File: src/rtl/core/integer_to_ascii_formatter_assert.svh
// Assertion macros shared by the integer to ASCII formatter modules.
`ifndef INTEGER_TO_ASCII_FORMATTER_ASSERT_SVH
`define INTEGER_TO_ASCII_FORMATTER_ASSERT_SVH

// Same-cycle implication, checked on clk, muted while arst_n is low.
`define ITAF_ASSERT_IMP(lbl, ante, cons, msg) \
	lbl: assert property (@(posedge clk) disable iff (!arst_n) (ante) |-> (cons)) \
		else $error(msg);

// Next-cycle implication, checked on clk, muted while arst_n is low.
`define ITAF_ASSERT_NXT(lbl, ante, cons, msg) \
	lbl: assert property (@(posedge clk) disable iff (!arst_n) (ante) |=> (cons)) \
		else $error(msg);

`endif

File: src/rtl/core/itaf_pkg.sv
// Shared constants, types and character helpers of the integer to ASCII formatter.
package itaf_pkg;

	localparam int DIGIT_SLOTS = 21;
	localparam int VALUE_W     = 64;
	localparam int DIG_NIBBLES = 20;
	localparam int DIG_BITS    = DIG_NIBBLES * 4;
	localparam int DABBLE_BITS = 4;
	localparam int CONV_STEPS  = VALUE_W / DABBLE_BITS;
	localparam int STEP_W      = $clog2(CONV_STEPS);
	localparam int LEN_W       = $clog2(DIGIT_SLOTS + 1);
	localparam int IDX_W       = $clog2(DIGIT_SLOTS);
	localparam int NIB_IDX_W   = $clog2(DIG_NIBBLES);

	localparam logic [4:0] WIDTH_LIMIT = 5'd20;

	localparam logic [1:0] MODE_SDEC = 2'd0;
	localparam logic [1:0] MODE_UDEC = 2'd1;
	localparam logic [1:0] MODE_LHEX = 2'd2;
	localparam logic [1:0] MODE_UHEX = 2'd3;

	localparam logic [7:0] CH_ZERO  = 8'h30;
	localparam logic [7:0] CH_SPACE = 8'h20;
	localparam logic [7:0] CH_MINUS = 8'h2D;
	localparam logic [7:0] CH_UPPER_A = 8'h41;
	localparam logic [7:0] CH_LOWER_A = 8'h61;

	// Commands from the controller to the datapath.
	typedef struct packed {
		logic load;
		logic step;
		logic measure;
		logic emit_sign;
		logic emit_char;
	} itaf_cmd_t;

	// Status from the datapath to the controller.
	typedef struct packed {
		logic dec;
		logic neg;
		logic idx_zero;
	} itaf_sts_t;

	// Map one nibble to its ASCII digit.
	function automatic logic [7:0] digit_char(input logic [3:0] nib, input logic upper);
		logic [7:0] ch;
		if (nib < 4'd10) begin
			ch = CH_ZERO + {4'd0, nib};
		end else if (upper) begin
			ch = CH_UPPER_A + {4'd0, nib} - 8'd10;
		end else begin
			ch = CH_LOWER_A + {4'd0, nib} - 8'd10;
		end
		return ch;
	endfunction

endpackage

File: src/rtl/core/itaf_ctrl.sv
// Controller state machine of the integer to ASCII formatter.
`include "integer_to_ascii_formatter_assert.svh"

module itaf_ctrl
	import itaf_pkg::*;
(
	input  logic      clk,
	input  logic      arst_n,
	input  logic      num_valid,
	output logic      num_stall,
	output logic      chr_valid,
	input  logic      chr_stall,
	input  itaf_sts_t sts,
	output itaf_cmd_t cmd
);

	localparam logic [2:0] ST_IDLE = 3'd0;
	localparam logic [2:0] ST_CONV = 3'd1;
	localparam logic [2:0] ST_MEAS = 3'd2;
	localparam logic [2:0] ST_SIGN = 3'd3;
	localparam logic [2:0] ST_EMIT = 3'd4;

	localparam logic [STEP_W-1:0] STEP_LAST = STEP_W'(CONV_STEPS - 1);

	logic [2:0]        state_q, state_d;
	logic [STEP_W-1:0] step_q, step_d;
	logic              valid_q, valid_d;
	logic              out_free;

	assign num_stall = (state_q != ST_IDLE);
	assign chr_valid = valid_q;
	assign out_free  = !valid_q || !chr_stall;

	// Sequence load, conversion, measure and one word per free output slot.
	always_comb begin
		cmd     = '0;
		state_d = state_q;
		step_d  = step_q;
		valid_d = valid_q && chr_stall;
		case (state_q)
			ST_IDLE: begin
				if (num_valid) begin
					cmd.load = 1'b1;
					step_d   = '0;
					state_d  = ST_CONV;
				end
			end
			ST_CONV: begin
				if (sts.dec) begin
					cmd.step = 1'b1;
					step_d   = step_q + 1'b1;
					if (step_q == STEP_LAST) begin
						state_d = ST_MEAS;
					end
				end else begin
					state_d = ST_MEAS;
				end
			end
			ST_MEAS: begin
				cmd.measure = 1'b1;
				state_d     = sts.neg ? ST_SIGN : ST_EMIT;
			end
			ST_SIGN: begin
				if (out_free) begin
					cmd.emit_sign = 1'b1;
					valid_d       = 1'b1;
					state_d       = ST_EMIT;
				end
			end
			ST_EMIT: begin
				if (out_free) begin
					cmd.emit_char = 1'b1;
					valid_d       = 1'b1;
					if (sts.idx_zero) begin
						state_d = ST_IDLE;
					end
				end
			end
			default: begin
				state_d = ST_IDLE;
			end
		endcase
	end

	// Hold control state.
	always_ff @(posedge clk or negedge arst_n) begin
		if (!arst_n) begin
			state_q <= ST_IDLE;
			step_q  <= '0;
			valid_q <= 1'b0;
		end else begin
			state_q <= state_d;
			step_q  <= step_d;
			valid_q <= valid_d;
		end
	end

	`ITAF_ASSERT_NXT(a_accept_to_conv, num_valid && !num_stall, state_q == ST_CONV, "accept did not start conversion")
	`ITAF_ASSERT_NXT(a_conv_full, state_q == ST_CONV && sts.dec && step_q != STEP_LAST, state_q == ST_CONV, "decimal conversion ended early")
	`ITAF_ASSERT_IMP(a_sign_only_neg, state_q == ST_SIGN, sts.neg, "sign state without negative value")
	`ITAF_ASSERT_IMP(a_no_overwrite, cmd.emit_sign || cmd.emit_char, !valid_q || !chr_stall, "output word overwritten while stalled")

endmodule

File: src/rtl/core/itaf_dpath.sv
// Datapath of the integer to ASCII formatter: capture, BCD conversion, measure, output word.
`include "integer_to_ascii_formatter_assert.svh"

module itaf_dpath
	import itaf_pkg::*;
(
	input  logic               clk,
	input  logic               arst_n,
	input  logic [1:0]         mode,
	input  logic [VALUE_W-1:0] value,
	input  logic [4:0]         field_width,
	input  logic               zero_pad,
	input  itaf_cmd_t          cmd,
	output itaf_sts_t          sts,
	output logic [7:0]         character,
	output logic               last
);

	logic [VALUE_W-1:0]            work_value_q;
	logic [DIG_NIBBLES-1:0][3:0]   digits_q;
	logic [1:0]                    mode_q;
	logic                          neg_q;
	logic                          zpad_q;
	logic [LEN_W-1:0]              width_q;
	logic [LEN_W-1:0]              ndig_q;
	logic [LEN_W-1:0]              total_q;
	logic [IDX_W-1:0]              idx_q;
	logic [7:0]                    char_q;
	logic                          last_q;

	logic                          neg_in;
	logic [VALUE_W-1:0]            mag_in;
	logic [4:0]                    w_sat;
	logic [4:0]                    w_eff;
	logic [DIG_BITS-1:0]           bcd_nx;
	logic [VALUE_W-1:0]            bin_nx;
	logic [LEN_W-1:0]              ndig;
	logic [LEN_W-1:0]              total;
	logic [NIB_IDX_W-1:0]          nib_sel;
	logic [7:0]                    ch_sel;

	assign sts.dec      = (mode_q == MODE_SDEC) || (mode_q == MODE_UDEC);
	assign sts.neg      = neg_q;
	assign sts.idx_zero = (idx_q == '0);
	assign character    = char_q;
	assign last         = last_q;

	// Form magnitude and effective width of the incoming word.
	always_comb begin
		neg_in = (mode == MODE_SDEC) && value[VALUE_W-1];
		mag_in = neg_in ? ({VALUE_W{1'b0}} - value) : value;
		w_sat  = (field_width > WIDTH_LIMIT) ? WIDTH_LIMIT : field_width;
		w_eff  = (neg_in && (w_sat != 5'd0)) ? (w_sat - 5'd1) : w_sat;
	end

	// Advance the double-dabble conversion by four bits.
	always_comb begin
		bcd_nx = digits_q;
		bin_nx = work_value_q;
		for (int s = 0; s < DABBLE_BITS; s++) begin
			for (int d = 0; d < DIG_NIBBLES; d++) begin
				if (bcd_nx[d*4 +: 4] >= 4'd5) begin
					bcd_nx[d*4 +: 4] = bcd_nx[d*4 +: 4] + 4'd3;
				end
			end
			{bcd_nx, bin_nx} = {bcd_nx[DIG_BITS-2:0], bin_nx, 1'b0};
		end
	end

	// Count significant digits and the padded length.
	always_comb begin
		ndig = LEN_W'(1);
		for (int d = 0; d < DIG_NIBBLES; d++) begin
			if (digits_q[d] != 4'd0) begin
				ndig = LEN_W'(d + 1);
			end
		end
		total = (ndig > width_q) ? ndig : width_q;
		if (total > LEN_W'(DIGIT_SLOTS)) begin
			total = LEN_W'(DIGIT_SLOTS);
		end
	end

	// Pick the character at the current position: digit or pad.
	always_comb begin
		nib_sel = idx_q[NIB_IDX_W-1:0];
		if (LEN_W'(idx_q) < ndig_q) begin
			ch_sel = sts.dec ? (CH_ZERO + {4'd0, digits_q[nib_sel]})
				: digit_char(digits_q[nib_sel], mode_q == MODE_UHEX);
		end else begin
			ch_sel = zpad_q ? CH_ZERO : CH_SPACE;
		end
	end

	// Load, convert, measure and emit.
	always_ff @(posedge clk) begin
		if (cmd.load) begin
			mode_q       <= mode;
			neg_q        <= neg_in;
			zpad_q       <= zero_pad;
			width_q      <= LEN_W'(w_eff);
			work_value_q <= mag_in;
			if ((mode == MODE_SDEC) || (mode == MODE_UDEC)) begin
				digits_q <= '0;
			end else begin
				digits_q <= DIG_BITS'(mag_in);
			end
		end
		if (cmd.step) begin
			digits_q     <= bcd_nx;
			work_value_q <= bin_nx;
		end
		if (cmd.measure) begin
			ndig_q  <= ndig;
			total_q <= total;
			idx_q   <= IDX_W'(total - 1'b1);
		end
		if (cmd.emit_sign) begin
			char_q <= CH_MINUS;
			last_q <= 1'b0;
		end
		if (cmd.emit_char) begin
			char_q <= ch_sel;
			last_q <= (idx_q == '0);
			idx_q  <= idx_q - 1'b1;
		end
	end

	`ITAF_ASSERT_NXT(a_sign_word, cmd.emit_sign, character == CH_MINUS && !last, "sign word malformed")
	`ITAF_ASSERT_NXT(a_last_word, cmd.emit_char && idx_q == '0, last, "final character not marked last")
	`ITAF_ASSERT_NXT(a_measure_len, cmd.measure, total_q != '0 && idx_q == IDX_W'(total_q - 1'b1), "measured length inconsistent")

endmodule

File: src/rtl/core/integer_to_ascii_formatter.sv
// Top level of the integer to ASCII formatter: controller plus datapath.
//
//   channel | words             | handshake
//   --------+-------------------+------------------------------
//   number  | mode, value,      | num_valid / num_stall
//           | field_width,      |
//           | zero_pad          |
//   chars   | character, last   | chr_valid / chr_stall
//
// Decimal modes pass through accept, the double-dabble conversion (four bits a cycle),
// measure, then emit the characters (sign included).
// Hex modes skip the conversion.
// A number is taken only while the controller is idle; the final character may
// still wait in the output register. Output stalls hold the word and the sequence.
// Reset clears the controller and the output valid; the datapath needs no reset.
module integer_to_ascii_formatter
	import itaf_pkg::*;
(
	input  logic               clk,
	input  logic               arst_n,
	input  logic               num_valid,
	output logic               num_stall,
	input  logic [1:0]         mode,
	input  logic [VALUE_W-1:0] value,
	input  logic [4:0]         field_width,
	input  logic               zero_pad,
	output logic               chr_valid,
	input  logic               chr_stall,
	output logic [7:0]         character,
	output logic               last
);

	itaf_cmd_t cmd;
	itaf_sts_t sts;

	itaf_ctrl u_ctrl (
		.clk       (clk),
		.arst_n    (arst_n),
		.num_valid (num_valid),
		.num_stall (num_stall),
		.chr_valid (chr_valid),
		.chr_stall (chr_stall),
		.sts       (sts),
		.cmd       (cmd)
	);

	itaf_dpath u_dpath (
		.clk         (clk),
		.arst_n      (arst_n),
		.mode        (mode),
		.value       (value),
		.field_width (field_width),
		.zero_pad    (zero_pad),
		.cmd         (cmd),
		.sts         (sts),
		.character   (character),
		.last        (last)
	);

endmodule

File: config.mk
export PLATFORM = sky130hd
export DESIGN_NAME = integer_to_ascii_formatter
export DESIGN_NICKNAME = d
export VERILOG_FILES = /design/src/rtl/core/itaf_pkg.sv /design/src/rtl/core/itaf_ctrl.sv /design/src/rtl/core/itaf_dpath.sv /design/src/rtl/core/integer_to_ascii_formatter.sv
export VERILOG_INCLUDE_DIRS = /design/src /design/src/rtl/core
export SDC_FILE = /design/constraint.sdc
export NUM_CORES = 1
export LEC_CHECK = 0
export ABC_CLOCK_PERIOD_IN_PS = 8000
export BUFFER_PORTS_ARGS = -buffer_cell sky130_fd_sc_hd__buf_2
export CAP_MARGIN = 20
export CORE_MARGIN = 4
export CORE_UTILIZATION = 30
export CTS_CLUSTER_SIZE = 28
export DETAILED_ROUTE_END_ITERATION = 12
export PLACE_DENSITY_LB_ADDON = 0.12
export SLEW_MARGIN = 10
export SYNTH_ARGS = -nofsm -noshare
export SYNTH_HDL_FRONTEND = slang
export SYNTH_SLANG_ARGS = --single-unit
File: constraint.sdc
create_clock -name clk -period 8 [get_ports clk]
set_input_delay 0.4 -clock clk [delete_from_list [all_inputs] [get_ports clk]]
set_output_delay 0.4 -clock clk [all_outputs]
set_load 0.1 [all_outputs]
* After elaboration in Yosys (flattened, before gate mapping)
Index checks and enable logic that the tools add are counted.
Storage, ports and cells: register bits after elaboration 180, bits of input ports 76, output and inout bits 11, logic and storage cells 406
Cells by class: $add $sub $neg 90, magnitude comparators 86, equal/unequal tests 14, muxes and demuxes 143, reductions and logical operators 40
Operators by type and width (number):
- 2-to-1 mux 4 bit | 87
- greater-or-equal comparator 4 x 3 -> 1 bit, second input constant | 80
- adder 4 x 2 -> 4 bit, second input constant | 76
- 2-to-1 mux 64 bit | 4
- 2-to-1 mux 80 bit | 2
- nonzero test 4 bit | 19
- subtractor 1 x 64 -> 64 bit, first input constant | 1
- 2-to-1 mux 5 bit | 12
- 2-to-1 mux 8 bit | 6
- 2-to-1 mux 3 bit | 15
- binary-select mux 4 bit (select 5 bit) | 1
- adder 7 x 4 -> 8 bit, first input constant | 2
- subtractor 8 x 4 -> 8 bit, second input constant | 2
- one-hot mux 3 bit (5 select lines) | 1
- subtractor 5 x 1 -> 5 bit, second input constant | 3
- adder 3 x 2 -> 3 bit, second input constant | 4
- 2-to-1 mux 1 bit | 12
- > comparator 5 bit, second input constant | 2
- one-hot mux 4 bit (2 select lines) | 1
- nonzero test 2 bit | 4
- adder 6 x 4 -> 7 bit, first input constant | 1
- == test 3 x 2 -> 1 bit, second input constant | 2
- less-than comparator 5 x 6 -> 1 bit, second input constant | 1
- != test 2 x 1 -> 1 bit, second input constant | 3
- 23 further kinds | 32

* Longest topological paths before layout
Gate-level depths: netlist of run 1.
depth in word-level cells 27, mapped depth 27, depth with buffers taken out 26

* Modules after synthesis
Synthesis of run 1 repeated with hierarchy kept, for this count alone.
Unflattened totals: cells, all modules 2170, area total of the unflattened synthesis 18994.5 µm²
By module, submodules not included:
- itaf_dpath | times used 1, cells each 2121, area an instance 18465.2 µm², sequential area each 5094.9 µm²
- itaf_ctrl | times used 1, cells each 49, area an instance 529.3 µm², sequential area each 200.2 µm²

* Least setup slack after synthesis of run 1
Ideal clock, no wire load.
path type register to register, start reg u_ctrl.state_q[0], end reg u_ctrl.step_q[2], arrival time 4.781 ns, path slack 3.099 ns, cell stages (with the launch flop) 9, period minus slack after synthesis 4.901 ns, cell sequence dfrtp_1 clkbuf_1 nor3_1 nand2_1 inv_1 nor2_1 inv_1 o21ai_0 a21o_1
On the way: cells in the longest elaborated chain, start to end 3
RTL lines:
- start, declared | line itaf_ctrl.sv:25 | logic [2:0] state_q, state_d;
- start signal, assigned | line itaf_ctrl.sv:92 | state_q <= state_d;
- == test 3 x 1 -> 1 bit / logical NOT 3 bit (equally long branches) | line itaf_ctrl.sv:40 | case (state_q)
- != test 2 x 1 -> 1 bit (no line), or another cell as far along
- AND reduction 3 bit (no line)
- end signal, assigned | line itaf_ctrl.sv:93 | step_q <= step_d;
- end, declared | line itaf_ctrl.sv:26 | logic [STEP_W-1:0] step_q, step_d;
Parallel ways exist; a longest one is shown, timed or not. A chain may end at the register's enable or synchronous reset.

* Worst setup path after layout of run 1
start reg u_dpath.digits_q[28] in the netlist's numbering, end reg u_dpath.idx_q[4] (data pin)
On the way: cells in the longest elaborated chain, start to end 21
RTL lines:
- start, declared | line itaf_dpath.sv:20 | logic [DIG_NIBBLES-1:0][3:0] digits_q;
- start signal, assigned | line itaf_dpath.sv:106 | digits_q <= DIG_BITS'(mag_in);
- start signal, assigned | line itaf_dpath.sv:110 | digits_q <= bcd_nx;
- nonzero test 4 bit * | line itaf_dpath.sv:74 | if (digits_q[d] != 4'd0) begin
- 2-to-1 mux 4 bit * (8 in a row) | line itaf_dpath.sv:74
- 2-to-1 mux 5 bit * (5 in a row) | line itaf_dpath.sv:74
- named net u_dpath.ndig[1] | line itaf_dpath.sv:37 | logic [LEN_W-1:0] ndig;
- > comparator 5 bit | line itaf_dpath.sv:78 | total = (ndig > width_q) ? ndig : width_q;
- 2-to-1 mux 5 bit * | line itaf_dpath.sv:78
- > comparator 5 bit | line itaf_dpath.sv:79 | if (total > LEN_W'(DIGIT_SLOTS)) begin
- 2-to-1 mux 5 bit * | line itaf_dpath.sv:79
- subtractor 5 x 1 -> 5 bit * | line itaf_dpath.sv:116 | idx_q <= IDX_W'(total - 1'b1);
- 2-to-1 mux 5 bit * | line itaf_dpath.sv:113 | if (cmd.measure) begin
- 2-to-1 mux 5 bit * | line itaf_dpath.sv:122 | if (cmd.emit_char) begin
- end signal, assigned | line itaf_dpath.sv:116
- end signal, assigned | line itaf_dpath.sv:125 | idx_q <= idx_q - 1'b1;
- end, declared | line itaf_dpath.sv:27 | logic [IDX_W-1:0] idx_q;
Mark *: on every way through the listed nets, which the timed path passes. The rest lies on a longest branch. The select of a mux whose other input is x is not followed.

==> out/results.ini, run 1 <==
[setup_path]
slowest_delay_ns=0.77
worstReg2RegStart=u_dpath.digits_q[28]
crit_family=compound AO/OA/AOI/OAI gates
worstPathMaxFanout=9
critPathLaunchType=flip-flop
crit_required_ns=8.24
reg2reg_depth=18
crit_top_cell=ha_1
worstSetupPathType=reg2reg
r2r_slack_ns=2.59
crit_path_end_kind=flip-flop
crit_chain=inv_1 > ha_1 > nor3b_1 > nand2_1 > a221oi_1 > o21ai_0 > a21boi_0 > ha_1 > nand2b_1 > a21oi_1 > o31ai_1 > mux2_2 > and2_1 > a21boi_0 > a2bb2oi_1 > ha_1 > o2111ai_1 > xor2_1
cp_slowest_cell=o31ai_1
crit_buf_inv=1
cp.arrival_ns=5.65
timing.rr.end=u_dpath.idx_q[4]

[synthesis]
ys_ff_latch=179
syn_area_mm2=0.0190
yosys_warnings=0
ys_async_sr_fraction_pct=4.47
synth_top_area_share_pct=26.5
synth_area_leaders=edfxtp_1 26%, ha_1 12%, mux2i_1 6.6%
synth_edf_count=167
syn-num-nets=2449
synthFlopType=edfxtp_1
syn-instance-count=2196
synth_top_cell_by_area=edfxtp_1
syn_area_per_cell_um2=8.63
ys_types=79
yosysSeqAreaShare_pct=27.9

[routing]
first_pass_iters=5
viasPerCell=5.19
num_vias=15983
routed_wl_um=55500
routed.top_layer=met4
drtIter0Drc=958
ant_nets=0
drc=0
met2WireLength_um=25400
wl_met3_um=1560
met1Wirelength_um=28000
avgRoutedWirePerCell_um=18.0

[hold_path]
min_from=zero_pad
hp-class=in2reg
holdPathStages=1
hold_end=u_dpath.zpad_q

[clock_network]
cts.sinks=179
cts-buffers-inserted=17
ctsResizeCount=0
clk_latency_ns=0.49
path_clk_slew_ns=0.08
cts_root_buf=clkbuf_16
max-clock-path-buffers=2
cts_tree=yes
cts_max_level=4

[global_routing]
antenna_found_initial=1
grt_pass1_wl_um=87700
first_global_vias=15598
track_usage_pct=16.5
gr-total-overflow=0
grt_max_degree=91

[die]
pin_count=87
rows=91
start_util_pct=30.5
die_h_um=259
fp.coreArea_mm2=0.0622
die_w_um=259
die-area_mm2=0.0673

[timing]
final-hold-violation-count=0
rsz0062_at_grt=false
finalMaxSlewViolations=0
fin_worst_skew_ns=0.0101
setup_viol=0
finalCritPeriodShare_pct=67.7
layout_min_cycle_time_ns=5.41
worst_pin_slew_ns=0.977
max_freq_mhz=185
fin_setup_tns_ns=0
maxSlewHeadroom_pct=34.9

[cells_and_area]
final_nets=2484
fillCellCount=6440
drive_gt1_share_pct=9.90
syn_to_final_growth_pct=9.77
diodes=0

[placement]
dp_hpwl_um=42600
place_congestion=0.819
port_buffers=85

[outcome]
outcome=completed

[flow_run]
drv_cap=0

## logic make-up after synthesis
kind of cell | count (synthesis) | share of synthesized area, %
adders and majority gates | 177 | 11.7
DFF | 179 | 27.9
buffers and inverters | 279 | 5.56
other | 1 | 0.0198
muxes | 174 | 10.9
AOI/OAI and AO/OA | 551 | 18.4
and+or+nand+nor | 702 | 19.3
xor gates and xnor gates | 133 | 6.15
## placed cells by master, fill, tap and decap left out, types with 42 or more instances in the layout
cell	instances
nor2_1	129
edfxtp_1	167
o21ai_0	213
xnor2_1	74
nand3_1	59
mux2i_1	125
buf_2	85
xor2_1	59
nor3b_1	42
nor2b_1	65
nand2_1	195
ha_1	177
inv_1	194
nand2b_1	66
a21oi_1	86
## per-stage QoR
stage / hold WS (ns) / setup slack, ns / utilization (%) / instances / area (um^2)
after global routing: 0.0675 / 2.06 / 33.5 / 3080 / 20800
after CTS: 0.0566 / 2.59 / 33.5 / 3080 / 20800
final: 0.100 / 2.59 / 33.5 / 3080 / 20800
after floorplan: 0.104 / 3.10 / - / 2196 / 19000
after detailed placement: 0.259 / 2.61 / 32.5 / 3048 / 20200
after global placement: 0.257 / 2.65 / 32.5 / 3048 / 20200
## sequential cells by signal, indices dropped and copies added (netlist names)
signal,flops
u_ctrl.chr_valid,1
u_ctrl.state_q,3
u_ctrl.step_q,4
u_dpath.character,7
u_dpath.digits_q,80
u_dpath.idx_q,5
u_dpath.last,1
u_dpath.mode_q,2
u_dpath.ndig_q,5
u_dpath.neg_q,1
u_dpath.width_q,5
u_dpath.work_value_q,64
u_dpath.zpad_q,1
## synthesized netlist by cell type (all sizes together), types with 33 or more instances
cell type / n
nor2b: 65
nor2: 130
ha: 177
edfxtp: 167
nand3: 59
nand2b: 66
xor2: 59
o31ai: 38
mux2i: 125
a21oi: 86
xnor2: 74
clkbuf: 78
nor3b: 42
nor3: 33
nand2: 197
inv: 195
o21ai: 215
a21o: 35
## metal layers
metal / GRT usage [%] / up-vias
li1: - / 7971
met1: 23.3 / 7758
met2: 26.9 / 223
met3: 2.20 / 31
met4: 3.67 / 0
met5: 0 / -
## area by class of cell
type	count	area, um^2	area share, %
multi-input combinational	1738	12600	60.6
sequential	179	5300	25.4
tap	837	1050	5.03
inverter	196	741	3.56
timing repair buffer	99	533	2.56
clock buffer	18	429	2.06
clock inverter	13	143	0.686
## how the worst max path moves through the flow
stage / startpoint / to / slack [ns] / cells past startpoint
CTS: u_dpath.digits_q[28] / u_dpath.idx_q[4] / 2.59 / 18
finish: u_dpath.digits_q[28] / u_dpath.idx_q[4] / 2.59 / 18
floorplan: u_ctrl.state_q[0] / u_ctrl.step_q[2] / 3.10 / 8
global placement: u_dpath.digits_q[65] / u_dpath.idx_q[4] / 2.65 / 17
detailed placement: u_dpath.digits_q[65] / u_dpath.idx_q[4] / 2.61 / 17
global route: u_dpath.digits_q[28] / u_dpath.idx_q[4] / 2.06 / 18
## repair_timing
| item | 4_1_cts | 5_1_grt |
|---|---|---|
| hold buffers | 1 | 0 |
| hold endpoints to repair | 8 | 0 |
| buffers inserted | 0 | 0 |
Power of run 1 is left out: the tool's default activity adds up to more than one toggle a clock period on the data nets, which glitch-free logic cannot reach.
==> run 2: changes to the inputs <==
ABC_CLOCK_PERIOD_IN_PS = 4700   (was 8000)
clock period = 4.7 ns   (was 8 ns; I/O delays follow)
==> run 2 against run 1 <==
Final cell count rose by 7.2%; routed wire length up 6.4%; sequential share of layout area down 2.9 points; sequential cell count unchanged; non-clock buffer count is 221 higher; die area did not move; setup slack worse by 2.4 ns; critical path type unchanged.
==> out/results.ini, run 2 (same netlist as run 1, synthesis figures left out) <==
[die]
die_w_um=259  ; unchanged
die-area_mm2=0.0673  ; unchanged
die_h_um=259  ; unchanged
fp.coreArea_mm2=0.0622  ; unchanged
pin_count=87  ; unchanged
rows=91  ; unchanged
start_util_pct=30.5  ; unchanged

[cells_and_area]
final_area_mm2=0.0235  ; +13%
drive_gt1_share_pct=25.4  ; +15 points
seq_area_mm2=0.00530  ; unchanged
largest_register_ffs=80  ; unchanged
syn_to_final_growth_pct=24.0
multi_input_area_mm2=0.0136  ; +7.4%
diodes=0  ; unchanged
fillCellCount=6367  ; -1.1%
final_nets=2705  ; +8.9%
largest-register=u_dpath.digits_q
final_cell_mix=225 x buf_4, 190 x o21ai_0, 190 x nand2_1, 189 x inv_1, 167 x edfxtp_1
layout_commonest_cell=buf_4

[setup_path]
worstSetupPathType=reg2reg
r2r_slack_ns=0.20  ; -2.39 ns
crit_chain=inv_1 > ha_4 > nor2b_4 > a2bb2oi_2 > and2_4 > inv_1 > ha_1 > nor2b_1 > or4bb_1 > nand2_2 > inv_1 > ha_1 > nor2b_1 > o21ai_2 > xor2_2 > inv_2 > ha_2 > nand2b_1 > or3b_2 > mux2i_2 > a21o_1
critPathLaunchType=flip-flop
cp.arrival_ns=4.85  ; -0.80 ns
cp_slowest_cell=or4bb_1
crit_top_cell=inv_1
slowest_delay_ns=0.54  ; -0.23 ns
crit_path_end_kind=flip-flop
crit_required_ns=5.05  ; -3.19 ns
worstPathMaxFanout=5  ; -4

[timing]
fin_worst_skew_ns=0.0163  ; +0.00613 ns
finalMaxSlewViolations=0  ; unchanged
rsz0062_at_grt=true
final-hold-violation-count=0  ; unchanged
worst_pin_slew_ns=0.833  ; -0.144 ns
max_freq_mhz=222  ; +20%
maxSlewHeadroom_pct=44.4  ; +9.5 points
fin_setup_tns_ns=0  ; unchanged
layout_min_cycle_time_ns=4.50  ; -0.915 ns
hold_slack_ns=0.0497  ; -0.0508 ns
finalCritPeriodShare_pct=95.7  ; +28 points
setup_viol=0  ; unchanged

[routing]
drc=0  ; unchanged
num_vias=16880  ; +5.6%
avgRoutedWirePerCell_um=17.9  ; -0.72%
first_pass_iters=5  ; unchanged
ant_nets=0  ; unchanged
drtIter0Drc=888  ; -7.3%
viasPerCell=5.11  ; -1.5%
routed_wl_um=59000  ; +6.4%

[outcome]
outcome=completed

[clock_network]
cts_root_buf=clkbuf_16
cts_tree=yes
cts.sinks=179  ; unchanged
path_clk_slew_ns=0.08  ; about the same
max-clock-path-buffers=2  ; unchanged
cts_max_level=4  ; unchanged
clk_latency_ns=0.51  ; +0.02 ns
cts-buffers-inserted=17  ; unchanged

[placement]
dp_hpwl_um=44100  ; +3.7%
place_congestion=0.790  ; -3.5%
port_buffers=85  ; unchanged
placed_cell_area_mm2=0.0215  ; +6.5%

[global_routing]
grt_pass1_wl_um=89500  ; +2.0%
first_global_vias=16152  ; +3.6%
gr-total-overflow=0  ; unchanged
grt_max_degree=75  ; -18%
antenna_found_initial=0  ; -1
track_usage_pct=16.9  ; +0.40 points

[flow_run]
drv_cap=0  ; unchanged

[hold_path]
hp-class=in2reg

## run 2: cell type report
| class | count | share of cell area [%] |
|---|---|---|
| Tap cell | 837 | 4.45 |
| Inverter | 196 | 3.15 |
| Multi-Input combinational cell | 1738 | 57.7 |
| Sequential cell | 179 | 22.5 |
| Timing Repair Buffer | 320 | 9.63 |
| Clock inverter | 14 | 0.708 |
| Clock buffer | 18 | 1.87 |
## run 2: critical path: cells and delay by family (launching register included)
kind	cells	cell delay (ns)
muxes	1	0.20
AOI/OAI and AO/OA	3	0.52
buffers and inverters	4	0.33
xor gates and xnor gates	1	0.21
adders and majority gates	4	0.78
DFF	1	0.48
and+or+nand+nor	8	1.82
## run 2: path summary, 6_finish.rpt
kind | cells after the start | startpoint | end
setup / recovery | 21 | u_dpath.digits_q[8] | u_dpath.digits_q[16]
hold / removal | 2 | value[20] | u_dpath.digits_q[20]
setup reg to reg | 21 | u_dpath.digits_q[8] | u_dpath.digits_q[16]
hold reg to reg | 2 | u_dpath.work_value_q[2] | u_dpath.work_value_q[2]
max in group asynchronous | 2 | arst_n | u_ctrl.step_q[0]
min in group asynchronous | 2 | arst_n | u_ctrl.chr_valid
## run 2: per-layer routing
layer,part of all wire (%),global-route usage [%],vias up
met2,45,27.2,214
li1,-,-,8415
met5,0,0,-
met3,2.7,2.26,48
met1,50,23.9,8203
met4,1.6,4.47,0
## run 2: per-stage QoR
stage               worst slack, ns  util, %  instances
floorplan                     0.104        -       2196
global placement            -0.0736     34.7       3218
detailed placement           -0.222     34.7       3218
CTS                         -0.0406     35.9       3260
global route                -0.0684     37.8       3302
finish                        0.201     37.8       3302
## run 2: repair_timing
action,CTS,global route
resized for setup,24,207
buffers inserted,6,41
hold buffers,4,0
pin swaps,4,48
endpoints found under the hold margin,11,0
endpoints found under the setup margin,31,76
Power of run 2 is left out for the same reason.
